==> src/sv/owbm_pkg.sv <==
// ----------------------------------------------------------------------------
// owbm_pkg: shared types and constants of the 1-Wire bus master
// Phase codes, command codes, register indexes, counter width and the
// item, result and configuration records used between the modules.
// ----------------------------------------------------------------------------
package owbm_pkg;

	// tick counter width and its saturation value
	localparam int COUNT_BITS = 12;
	localparam logic [COUNT_BITS-1:0] CMAX = '1;
	// width that holds a count plus one and any 12-bit register
	localparam int CMP_W = ((COUNT_BITS > 12) ? COUNT_BITS : 12) + 1;

	// command codes on func
	localparam logic [2:0] FN_TICK   = 3'd0;
	localparam logic [2:0] FN_RESET  = 3'd1;
	localparam logic [2:0] FN_TOUCH  = 3'd2;
	localparam logic [2:0] FN_READ   = 3'd3;
	localparam logic [2:0] FN_WRITE  = 3'd4;
	localparam logic [2:0] FN_STRONG = 3'd5;

	// configuration register indexes
	localparam logic [2:0] REG_RESET_LOW    = 3'd0;
	localparam logic [2:0] REG_PRESENCE_WIN = 3'd1;
	localparam logic [2:0] REG_SHORT_WIN    = 3'd2;
	localparam logic [2:0] REG_RESET_SETTLE = 3'd3;
	localparam logic [2:0] REG_SLOT         = 3'd4;
	localparam logic [2:0] REG_RECOVERY     = 3'd5;

	typedef enum logic [3:0] {
		PH_IDLE,
		PH_RST_LOW,
		PH_RST_WAIT,
		PH_SLOT_LOW,
		PH_SLOT_REL
	} phase_t;

	typedef struct packed {
		logic [11:0] reset_low_ticks;
		logic [11:0] presence_window_ticks;
		logic [11:0] short_window_ticks;
		logic [7:0]  reset_settle_ticks;
		logic [11:0] slot_ticks;
		logic [7:0]  recovery_ticks;
	} cfg_t;

	typedef struct packed {
		logic [2:0] func;
		logic [7:0] data_byte;
		logic       line_sense;
	} item_t;

	typedef struct packed {
		logic       drive_low;
		logic       drive_high;
		logic       busy_res;
		logic       done_res;
		logic       status_ok;
		logic [7:0] read_data;
		logic       rejected;
	} result_t;

	// true on the last tick of an interval of len ticks, or at saturation
	function automatic logic at_last(logic [COUNT_BITS-1:0] tc, logic [11:0] len);
		logic [CMP_W-1:0] a;
		logic [CMP_W-1:0] b;
		a = CMP_W'(tc) + CMP_W'(1);
		b = CMP_W'(len);
		return (a >= b) || (tc == CMAX);
	endfunction

endpackage

==> src/sv/one_wire_bus_master_core.sv <==
// ----------------------------------------------------------------------------
// one_wire_bus_master_core: 1-Wire bus master, one line
// Tick-driven master: each request is one microsecond tick carrying the
// sampled line level and optionally a command; each gives one result.
// ----------------------------------------------------------------------------
//
// channel  | dir | fields (lowest bit first)
// ---------+-----+------------------------------------------------------------
// s_axis   | in  | tdata: data_byte[7:0], line_sense[8]; tuser: func[2:0]
// m_axis   | out | tdata: drive_low, drive_high, busy_res, done_res,
//          |     |        status_ok, read_data[12:5], rejected[13]
// cfg      | in  | cfg_we, cfg_addr (register index), cfg_wdata[11:0]
//
// One request per cycle sustained while m_tready holds; each result is offered
// on m_axis once its request has passed the input register and then the sequencer
// step into the result register.
// The sequencer state advances only when a request moves into the result
// register, so stalls on m_tready freeze the bus timing without loss.
// arst_n clears the pipeline and returns the timing registers to defaults.
//
module one_wire_bus_master_core (
	input  logic        clk,
	input  logic        arst_n,
	input  logic        s_tvalid,
	output logic        s_tready,
	input  logic [15:0] s_tdata,   // data_byte[7:0], line_sense[8], zero[15:9]
	input  logic [2:0]  s_tuser,   // func[2:0]
	output logic        m_tvalid,
	input  logic        m_tready,
	output logic [15:0] m_tdata,   // drive_low, drive_high, busy_res, done_res,
	                               // status_ok, read_data[12:5], rejected[13]
	input  logic        cfg_we,
	input  logic [2:0]  cfg_addr,
	input  logic [11:0] cfg_wdata
);

	owbm_pkg::cfg_t    cfg;
	owbm_pkg::item_t   item_s1;
	logic              valid_s1;
	owbm_pkg::result_t step_res;
	owbm_pkg::result_t res_q;
	logic              res_valid_q;
	logic              advance;

	owbm_cfg u_cfg (
		.clk       (clk),
		.arst_n    (arst_n),
		.cfg_we    (cfg_we),
		.cfg_addr  (cfg_addr),
		.cfg_wdata (cfg_wdata),
		.cfg       (cfg)
	);

	// pipeline handshake
	assign advance  = valid_s1 && (!res_valid_q || m_tready);
	assign s_tready = !valid_s1 || advance;

	// input register
	always_ff @(posedge clk or negedge arst_n) begin
		if (!arst_n)
			valid_s1 <= 1'b0;
		else if (s_tready)
			valid_s1 <= s_tvalid;
	end

	always_ff @(posedge clk) begin
		if (s_tready && s_tvalid) begin
			item_s1.func       <= s_tuser;
			item_s1.data_byte  <= s_tdata[7:0];
			item_s1.line_sense <= s_tdata[8];
		end
	end

	owbm_engine u_engine (
		.clk    (clk),
		.arst_n (arst_n),
		.en     (advance),
		.item   (item_s1),
		.cfg    (cfg),
		.res    (step_res)
	);

	// result register
	always_ff @(posedge clk or negedge arst_n) begin
		if (!arst_n)
			res_valid_q <= 1'b0;
		else if (advance)
			res_valid_q <= 1'b1;
		else if (m_tready)
			res_valid_q <= 1'b0;
	end

	always_ff @(posedge clk) begin
		if (advance)
			res_q <= step_res;
	end

	assign m_tvalid = res_valid_q;
	assign m_tdata  = {2'b00, res_q.rejected, res_q.read_data, res_q.status_ok,
		res_q.done_res, res_q.busy_res, res_q.drive_high, res_q.drive_low};

endmodule

==> src/sv/owbm_cfg.sv <==
// ----------------------------------------------------------------------------
// owbm_cfg: timing register file
// Six write-only timing registers, loaded from the plain write port.
// ----------------------------------------------------------------------------
module owbm_cfg (
	input  logic              clk,
	input  logic              arst_n,
	input  logic              cfg_we,
	input  logic [2:0]        cfg_addr,
	input  logic [11:0]       cfg_wdata,
	output owbm_pkg::cfg_t    cfg
);

	owbm_pkg::cfg_t regs_q;

	// register writes; unused indexes are dropped
	always_ff @(posedge clk or negedge arst_n) begin
		if (!arst_n) begin
			regs_q.reset_low_ticks       <= 12'd480;
			regs_q.presence_window_ticks <= 12'd120;
			regs_q.short_window_ticks    <= 12'd500;
			regs_q.reset_settle_ticks    <= 8'd1;
			regs_q.slot_ticks            <= 12'd60;
			regs_q.recovery_ticks        <= 8'd1;
		end else if (cfg_we) begin
			case (cfg_addr)
				owbm_pkg::REG_RESET_LOW:    regs_q.reset_low_ticks <= cfg_wdata;
				owbm_pkg::REG_PRESENCE_WIN: regs_q.presence_window_ticks <= cfg_wdata;
				owbm_pkg::REG_SHORT_WIN:    regs_q.short_window_ticks <= cfg_wdata;
				owbm_pkg::REG_RESET_SETTLE: regs_q.reset_settle_ticks <= cfg_wdata[7:0];
				owbm_pkg::REG_SLOT:         regs_q.slot_ticks <= cfg_wdata;
				owbm_pkg::REG_RECOVERY:     regs_q.recovery_ticks <= cfg_wdata[7:0];
				default: ;
			endcase
		end
	end

	assign cfg = regs_q;

endmodule

==> src/sv/owbm_engine.sv <==
// ----------------------------------------------------------------------------
// owbm_engine: bus master sequencer
// Holds the operation state and steps it once per tick request, producing
// the line drive, status and completion result for that tick.
// ----------------------------------------------------------------------------
module owbm_engine (
	input  logic              clk,
	input  logic              arst_n,
	input  logic              en,
	input  owbm_pkg::item_t   item,
	input  owbm_pkg::cfg_t    cfg,
	output owbm_pkg::result_t res
);

	localparam int CB = owbm_pkg::COUNT_BITS;

	owbm_pkg::phase_t phase_q, phase_d;
	logic [2:0]    op_q, op_d;
	logic [CB-1:0] tick_q, tick_d;
	logic [2:0]    bit_q, bit_d;
	logic [7:0]    shift_q, shift_d;
	logic          ok_q, ok_d;
	logic          seen_q, seen_d;
	logic          hold_q, hold_d;

	// state registers, stepped on each accepted tick
	always_ff @(posedge clk or negedge arst_n) begin
		if (!arst_n) begin
			phase_q <= owbm_pkg::PH_IDLE;
			op_q    <= '0;
			tick_q  <= '0;
			bit_q   <= '0;
			shift_q <= '0;
			ok_q    <= 1'b1;
			seen_q  <= 1'b0;
			hold_q  <= 1'b0;
		end else if (en) begin
			phase_q <= phase_d;
			op_q    <= op_d;
			tick_q  <= tick_d;
			bit_q   <= bit_d;
			shift_q <= shift_d;
			ok_q    <= ok_d;
			seen_q  <= seen_d;
			hold_q  <= hold_d;
		end
	end

	// one tick of the sequencer
	always_comb begin
		logic        fin;
		logic        low;
		logic        slot;
		logic        cb;
		logic        wr;
		logic [7:0]  rec;
		logic [11:0] slen;
		logic [11:0] len;
		logic        is_cmd;

		phase_d = phase_q;
		op_d    = op_q;
		tick_d  = tick_q;
		bit_d   = bit_q;
		shift_d = shift_q;
		ok_d    = ok_q;
		seen_d  = seen_q;
		hold_d  = hold_q;
		res     = '0;
		fin     = 1'b0;
		low     = 1'b0;
		slot    = 1'b0;
		len     = '0;

		// command start, or reject while busy
		is_cmd = (item.func >= owbm_pkg::FN_RESET) && (item.func <= owbm_pkg::FN_STRONG);
		if (is_cmd) begin
			if (phase_q != owbm_pkg::PH_IDLE) begin
				res.rejected = 1'b1;
			end else begin
				hold_d  = 1'b0;
				op_d    = item.func;
				tick_d  = '0;
				bit_d   = '0;
				seen_d  = 1'b0;
				shift_d = '0;
				ok_d    = 1'b1;
				if (item.func == owbm_pkg::FN_RESET) begin
					phase_d = owbm_pkg::PH_RST_LOW;
				end else begin
					phase_d = owbm_pkg::PH_SLOT_LOW;
					if (item.func == owbm_pkg::FN_TOUCH) begin
						shift_d = {7'd0, item.data_byte[0]};
						ok_d    = 1'b0;
					end else if (item.func == owbm_pkg::FN_WRITE ||
						item.func == owbm_pkg::FN_STRONG) begin
						shift_d = item.data_byte;
						ok_d    = item.line_sense;
					end
				end
			end
		end

		wr   = (op_d == owbm_pkg::FN_WRITE) || (op_d == owbm_pkg::FN_STRONG);
		cb   = (op_d == owbm_pkg::FN_READ) || shift_d[0];
		rec  = wr ? cfg.recovery_ticks : 8'd0;
		slen = (cfg.slot_ticks == 12'd0) ? 12'd1 : cfg.slot_ticks;

		case (phase_d)
			owbm_pkg::PH_RST_LOW: begin
				res.drive_low = 1'b1;
				if (owbm_pkg::at_last(tick_d, cfg.reset_low_ticks)) begin
					phase_d = owbm_pkg::PH_RST_WAIT;
					tick_d  = '0;
				end else if (tick_d != owbm_pkg::CMAX) begin
					tick_d = tick_d + CB'(1);
				end
			end
			owbm_pkg::PH_RST_WAIT: begin
				if (!seen_d) begin
					if ((owbm_pkg::CMP_W'(tick_d) > owbm_pkg::CMP_W'(cfg.reset_settle_ticks))
						&& !item.line_sense) begin
						seen_d = 1'b1;
					end else if ((owbm_pkg::CMP_W'(tick_d) >=
						owbm_pkg::CMP_W'(cfg.presence_window_ticks)) ||
						(tick_d == owbm_pkg::CMAX)) begin
						ok_d = 1'b0;
						fin  = 1'b1;
					end
				end else if (item.line_sense) begin
					ok_d = 1'b1;
					fin  = 1'b1;
				end else if ((owbm_pkg::CMP_W'(tick_d) >=
					owbm_pkg::CMP_W'(cfg.short_window_ticks)) ||
					(tick_d == owbm_pkg::CMAX)) begin
					ok_d = 1'b0;
					fin  = 1'b1;
				end
				if (!fin && tick_d != owbm_pkg::CMAX)
					tick_d = tick_d + CB'(1);
			end
			owbm_pkg::PH_SLOT_LOW: begin
				slot = 1'b1;
				low  = 1'b1;
				len  = cb ? 12'd1 : slen;
				if (owbm_pkg::at_last(tick_d, len)) begin
					if (cb || rec != 8'd0) begin
						phase_d = owbm_pkg::PH_SLOT_REL;
						tick_d  = '0;
					end else begin
						// end of slot without a released part
						if (wr)
							shift_d = shift_d >> 1;
						if (op_d == owbm_pkg::FN_TOUCH || bit_d == 3'd7) begin
							fin = 1'b1;
						end else begin
							bit_d   = bit_d + 3'd1;
							phase_d = owbm_pkg::PH_SLOT_LOW;
							tick_d  = '0;
						end
					end
				end else if (tick_d != owbm_pkg::CMAX) begin
					tick_d = tick_d + CB'(1);
				end
			end
			owbm_pkg::PH_SLOT_REL: begin
				slot = 1'b1;
				// sample on the first released tick
				if (cb && tick_d == '0) begin
					if (op_d == owbm_pkg::FN_TOUCH)
						ok_d = item.line_sense;
					else if (op_d == owbm_pkg::FN_READ)
						shift_d = {item.line_sense, shift_d[7:1]};
					else if (!item.line_sense)
						ok_d = 1'b0;
				end
				len = cb ? slen : {4'd0, rec};
				if (owbm_pkg::at_last(tick_d, len)) begin
					if (wr)
						shift_d = shift_d >> 1;
					if (op_d == owbm_pkg::FN_TOUCH || bit_d == 3'd7) begin
						fin = 1'b1;
					end else begin
						bit_d   = bit_d + 3'd1;
						phase_d = owbm_pkg::PH_SLOT_LOW;
						tick_d  = '0;
					end
				end else if (tick_d != owbm_pkg::CMAX) begin
					tick_d = tick_d + CB'(1);
				end
			end
			default: begin
				phase_d = owbm_pkg::PH_IDLE;
			end
		endcase

		// line drive during slots
		if (slot) begin
			res.drive_low = low;
			if (op_d == owbm_pkg::FN_STRONG)
				res.drive_high = !low;
		end

		// completion
		if (fin) begin
			res.done_res  = 1'b1;
			phase_d       = owbm_pkg::PH_IDLE;
			res.status_ok = ok_d;
			if (op_d == owbm_pkg::FN_TOUCH) begin
				res.read_data = {7'd0, ok_d};
			end else if (op_d == owbm_pkg::FN_READ) begin
				res.status_ok = 1'b1;
				res.read_data = shift_d;
			end else if (op_d == owbm_pkg::FN_STRONG) begin
				hold_d = 1'b1;
			end
		end else if (phase_d == owbm_pkg::PH_IDLE) begin
			res.drive_high = hold_d;
		end

		res.busy_res = (phase_d != owbm_pkg::PH_IDLE);
	end

endmodule
==> config.mk <==
export PLATFORM = sky130hd
export DESIGN_NAME = one_wire_bus_master_core
export DESIGN_NICKNAME = d
export VERILOG_FILES = /design/src/sv/owbm_pkg.sv /design/src/sv/one_wire_bus_master_core.sv /design/src/sv/owbm_cfg.sv /design/src/sv/owbm_engine.sv
export SDC_FILE = /design/constraint.sdc
export NUM_CORES = 1
export LEC_CHECK = 0
export ABC_AREA = 1
export BUFFER_PORTS_ARGS = -buffer_cell sky130_fd_sc_hd__buf_2
export CAP_MARGIN = 20
export CORE_MARGIN = 1.5
export CORE_UTILIZATION = 44
export DETAILED_ROUTE_END_ITERATION = 10
export PLACE_DENSITY = 0.6
export SYNTH_ARGS = -nofsm -noshare
export SYNTH_HDL_FRONTEND = slang
export SYNTH_SLANG_ARGS = --single-unit
==> constraint.sdc <==
create_clock -name clk -period 5 [get_ports clk]
set_input_delay 0.5 -clock clk [delete_from_list [all_inputs] [get_ports clk]]
set_output_delay 0.5 -clock clk [all_outputs]
set_load 0.01 [all_outputs]
[Word level (Yosys, flattened, before mapping)]
Cells that the tools add are included.
Cells by class
  bitwise gates (word level): 2
  add/subtract/negate cells: 3
  reduce and logical (&&, ||, !) cells: 39
  equality and inequality tests: 20
  order comparisons: 8
  mux-type cells: 98
Operators by type and width (number)
  2-to-1 mux 12 bit: 12
  2-to-1 mux 8 bit: 15
  case mux 12 bit (4 select lines): 1
  2-to-1 mux 1 bit: 45
  >= comparator 13 x 12 -> 1 bit: 3
  2-to-1 mux 4 bit: 8
  >= comparator 12 bit: 2
  zero test 12 bit: 2
  2-to-1 mux 3 bit: 8
  == test 3 bit, second input constant: 7
  case mux 4 bit (4 select lines): 1
  case mux 8 bit (2 select lines): 1
  == test 3 x 2 -> 1 bit, second input constant: 5
  adder 12 x 1 -> 13 bit, second input constant: 1
  adder 12 x 1 -> 12 bit, second input constant: 1
  == test 12 bit, second input constant: 1
  > comparator 12 x 8 -> 1 bit: 1
  logical OR 1 bit: 12
  != test 12 bit, second input constant: 1
  AND reduction 2 bit: 6
  2-to-1 mux 10 bit: 1
  2-to-1 mux 9 bit: 1
  == test 4 x 2 -> 1 bit, second input constant: 2
  nonzero test 4 bit: 2
  other kinds (19): 31
Word-level totals
  bits of input ports: 39
  register bits after elaboration: 125

[Depth between registers and ports, before layout]
  depth after elaboration: 16
  mapped depth: 35

[Hierarchy]
A second synthesis with hierarchy kept.
Unflattened totals
  cells, all modules: 1363
  area, all modules: 9586.7 sq um
By module, submodules not included
  owbm_engine: area an instance 6082.1 sq um, cells an instance 1031, instances 1
  owbm_cfg: area an instance 2610.0 sq um, cells an instance 291, instances 1
  one_wire_bus_master_core: area an instance 894.6 sq um, cells an instance 41, instances 1

[Worst setup path after synthesis]
Ideal clock, no wire load.
  path type: reg2reg
  from: reg item_s1[10] in the netlist's numbering
  to: reg res_q, in the netlist m_tdata[5] (data pin)
  path buffers: 2
  setup time: 0.252 ns
  cell stages (with the launch flop): 31
  clock period less this slack: 4.089 ns
  data arrival time: 3.837 ns
  setup slack: 0.911 ns
  path through: edfxtp_1 -> inv_2 -> nand2_1 -> nand2_2 -> nand2_4 -> nand2_2 -> buf_6 -> buf_8 -> inv_1 -> nor2_1 -> ha_1 -> nand3_1 -> nor2_4 -> nand2_1 -> nand2_1 -> nand2_1 -> ha_1 -> a21oi_1 -> o21ai_0 -> nor2_1 -> nand2_1 -> nand2_1 -> nand2_1 -> nand2_1 -> nand3_2 -> nand4_1 -> nand3_2 -> nand2_2 -> inv_2 -> nand2_1 -> nand2_1
Between the ends
  word-level cells in the longest chain between the ends: 15
  elaborated cells on any way between the ends: 88
Ends and longest elaborated chain
  from (decl): RTL line one_wire_bus_master_core.sv:38  | owbm_pkg::item_t item_s1;
  parallel branches: the longest is 15 deep, another holds adder 12 x 1 -> 13 bit
  to (signal assigned): RTL line one_wire_bus_master_core.sv:95  | res_q <= step_res;
  to (decl): RTL line one_wire_bus_master_core.sv:41  | owbm_pkg::result_t res_q;
Parallel ways; which one is timed is not known. The select of a mux whose other input is x is not followed.
A chain may end at the register's enable or synchronous reset.

[Final worst setup path]
  from: reg item_s1[10] in the netlist's numbering
  to: reg u_engine.tick_q[1]
Between the ends
  word-level cells in the longest chain between the ends: 13
  elaborated cells on any way between the ends: 70
Ends and longest elaborated chain
  parallel branches: the longest is 12 deep, another holds adder 12 x 1 -> 13 bit
  case mux 12 bit (4 select lines) *: RTL line owbm_engine.sv:109  | case (phase_d)
  to (signal assigned): RTL line owbm_engine.sv:40  | tick_q <= tick_d;
  to (decl): RTL line owbm_engine.sv:19  | logic [CB-1:0] tick_q, tick_d;
Every way passes the cells marked *. The select of a mux whose other input is x is not followed.

==> flow_metrics.env <==
export IMPL_finish_net_count=1512
export IMPL_synthArstFlopShare_pct=79.2
export IMPL_skew_ps=9.93
export IMPL_synth_area_top_cells="dfrtp_1 20%, nand2_1 18%, ha_1 9.4%"
export IMPL_seqCellArea_um2=3280
export IMPL_postRouteAntennaNets=0
export IMPL_die_h_um=150
export IMPL_post_route_cell_area_um2=10600
export IMPL_overflow=0
export IMPL_synth_ff_type="dfrtp_1"
export IMPL_crit_path_start_kind="register"
export IMPL_hold_buffers=0
export IMPL_wl_um=27800
export IMPL_clk_latency_ps=430
export IMPL_netlist_area_leader_share_pct=20.4
export IMPL_critPathSlowestCell="a21oi_2"
export IMPL_worstMarginPinSlew_ps=1040
export IMPL_postCtsSetupBuffers=0
export IMPL_crit_arrival_ps=4930
export IMPL_place_congestion=0.912
export IMPL_synth_simple_area_share_pct=35.2
export IMPL_routed_via_count=8939
export IMPL_vdd_drop_max_uv=247
export IMPL_period_minus_slack_ps=4620
export IMPL_cts_sinks=125
export IMPL_core_area_um2=21200
export IMPL_start_util_pct=45.2
export IMPL_ctsRootBufferMaster="clkbuf_16"
export IMPL_via_per_inst=5.29
export IMPL_synthAdderAreaFrac_pct=9.42
export IMPL_cts_buffer_depth=2
export IMPL_wl_per_cell_um=16.5
export IMPL_area_growth_pct=11.0
export IMPL_p_leak_nw=5.74
export IMPL_ys_types=51
export IMPL_power_density_nw_per_um2=660
export IMPL_drt_first_pass_iters=8
export IMPL_die_w_um=150
export IMPL_synth_seq_cells=125
export IMPL_synth_mux_area_share_pct=0
export IMPL_synth_top_family_by_area="simple AND/OR/NAND/NOR gates"
export IMPL_critPathKind="register to register"
export IMPL_synth_compound_area_share_pct=10.7
export IMPL_reg2reg_from="item_s1[10]"
export IMPL_multiInputGateArea_um2=5350
export IMPL_track_usage_pct=26.2
export IMPL_ys_warn_count=0
export IMPL_critPathMaxFanout=9
export IMPL_timing_fmax_ghz=0.217
export IMPL_first_global_vias=8389
export IMPL_crit_path_frequent_cell="nand2_1"
export IMPL_drive_above_1_share_pct=13.8
export IMPL_ctsResizeCount=0
export IMPL_rsz0062_at_grt="no"
export IMPL_io_pin_count=57
export IMPL_path_clk_slew_ps=60
export IMPL_antenna_found_initial=0
export IMPL_grt_pass1_wl_um=45100
export IMPL_cts_buffers=17
export IMPL_maxCapViolCount=0
export IMPL_synthXorXnorAreaFrac_pct=0.550
export IMPL_r2r_cells=29
export IMPL_cts_tree="done"
export IMPL_grt_max_degree=53
export IMPL_cpPeakStageDelay_ps=540
export IMPL_synth_avg_cell_area_um2=7.05
export IMPL_hold_viol_final=0
export IMPL_synth_most_common_cell="nand2_1"
export IMPL_critPathLaunch="item_s1[10]"
export IMPL_fp_dieArea_um2=22600
export IMPL_drv_slew=0
export IMPL_n_antenna_cell=0
export IMPL_synth_edf_count=26
export IMPL_yosysTopAreaCell="dfrtp_1"
export IMPL_ys_seq_area_share_pct=34.3
export IMPL_portBuffers=47
export IMPL_cp_required_ps=5320
export IMPL_setup_tns_ps=0
export IMPL_slew_headroom_pct=30.7
export IMPL_dpl_hpwl_um=20100
export IMPL_holdCritPathClass="input port to asynchronous set/reset pin"
export IMPL_end_kind="register"
export IMPL_drt_iter0_drc=658
export IMPL_netlist_instances=1357
export IMPL_nFillCells=2108
export IMPL_synth_area_um2=9560
export IMPL_placed_cell_area_um2=10000
export IMPL_ys_top_cells_by_count="463 x nand2_1, 165 x inv_1, 118 x nand3_1, 106 x o21ai_0, 78 x dfrtp_1"
export IMPL_run_status="finished clean"
export IMPL_setup_viol=0
export IMPL_htree_levels=4
export IMPL_rows=53
export IMPL_drc=0
export IMPL_period_share_pct=92.3
## sequential cells by signal, indices dropped and copies added, names as in the netlist
| register | cells |
|---|---|
| u_engine.ok_q | 1 |
| u_engine.shift_q | 8 |
| u_engine.phase_q | 4 |
| u_engine.seen_q | 1 |
| valid_s1 | 1 |
| u_engine.op_q | 3 |
| u_cfg.cfg | 64 |
| u_engine.hold_q | 1 |
| m_tdata | 14 |
| m_tvalid | 1 |
| item_s1 | 12 |
| u_engine.tick_q | 12 |
| u_engine.bit_q | 3 |
## metrics by stage
stage	std cells	util [%]	setup slack, ps	hold slack [ps]	total power, mW
2_1_floorplan	1358	-	911	204	4.65
3_3_place_gp	1656	47.4	484	455	5.68
3_5_place_dp	1656	47.4	457	460	5.74
4_1_cts	1688	50.1	414	133	6.99
5_1_grt	1689	50.2	0.465	156	7.67
6_report	1689	50.2	385	115	7.01
## per-layer routing
| layer | GRT usage, % | vias to the layer above | part of all wire (%) |
|---|---|---|---|
| met1 | 36.9 | 4131 | 48 |
| li1 | - | 4489 | - |
| met5 | 0 | - | 0 |
| met2 | 40.1 | 262 | 44 |
| met3 | 4.55 | 57 | 5.5 |
| met4 | 9.80 | 0 | 3.0 |
## cell type report
cell class / count / area share, %
clock buffers: 18 / 4.24
inverters: 181 / 6.42
well taps: 275 / 3.24
multi-input cells: 1010 / 50.4
clock inverters: 14 / 1.15
flip-flops and latches: 125 / 30.9
repair buffers: 66 / 3.62
## logic make-up after synthesis
group / Yosys count
simple gates: 745
flops: 125
other cells: 1
buf+inv: 223
xor+xnor: 6
fa+ha+maj: 72
compound gates: 185
## path summary, 6_finish.rpt
| check | to | slack [ps] |
|---|---|---|
| min in group clk | item_s1[8] | 240 |
| min | u_cfg.cfg[38] | 120 |
| min reg2reg | u_engine.ok_q | 470 |
| max in group asynchronous | u_engine.tick_q[3] | 3750 |
| max | u_engine.tick_q[1] | 380 |
| max reg2reg | u_engine.tick_q[1] | 380 |
## critical path, delay by kind of cell, from the launching register on
family,cells,cell delay [ps]
simple gates,21,2160
compound gates,3,780
fa+ha+maj,2,610
buf+inv,3,470
flops,1,460
## power breakdown
| group | internal [mW] | switching (mW) |
|---|---|---|
| combinational | 1.39 | 2.91 |
| clock | 0.681 | 0.534 |
| sequential | 1.32 | 0.175 |
## layout by cell type (no fill, tap or decap), drive strengths merged, types with 21 or more instances in the layout
cell and count:
dfstp 21, ha 72, a21oi 43, dfrtp 78, inv 185, nor2 86, nand4 29, edfxtp 26
o21ai 119, nand3 130, buf 66, nand2 487
No activity file was read; power rests on OpenSTA's default activity.
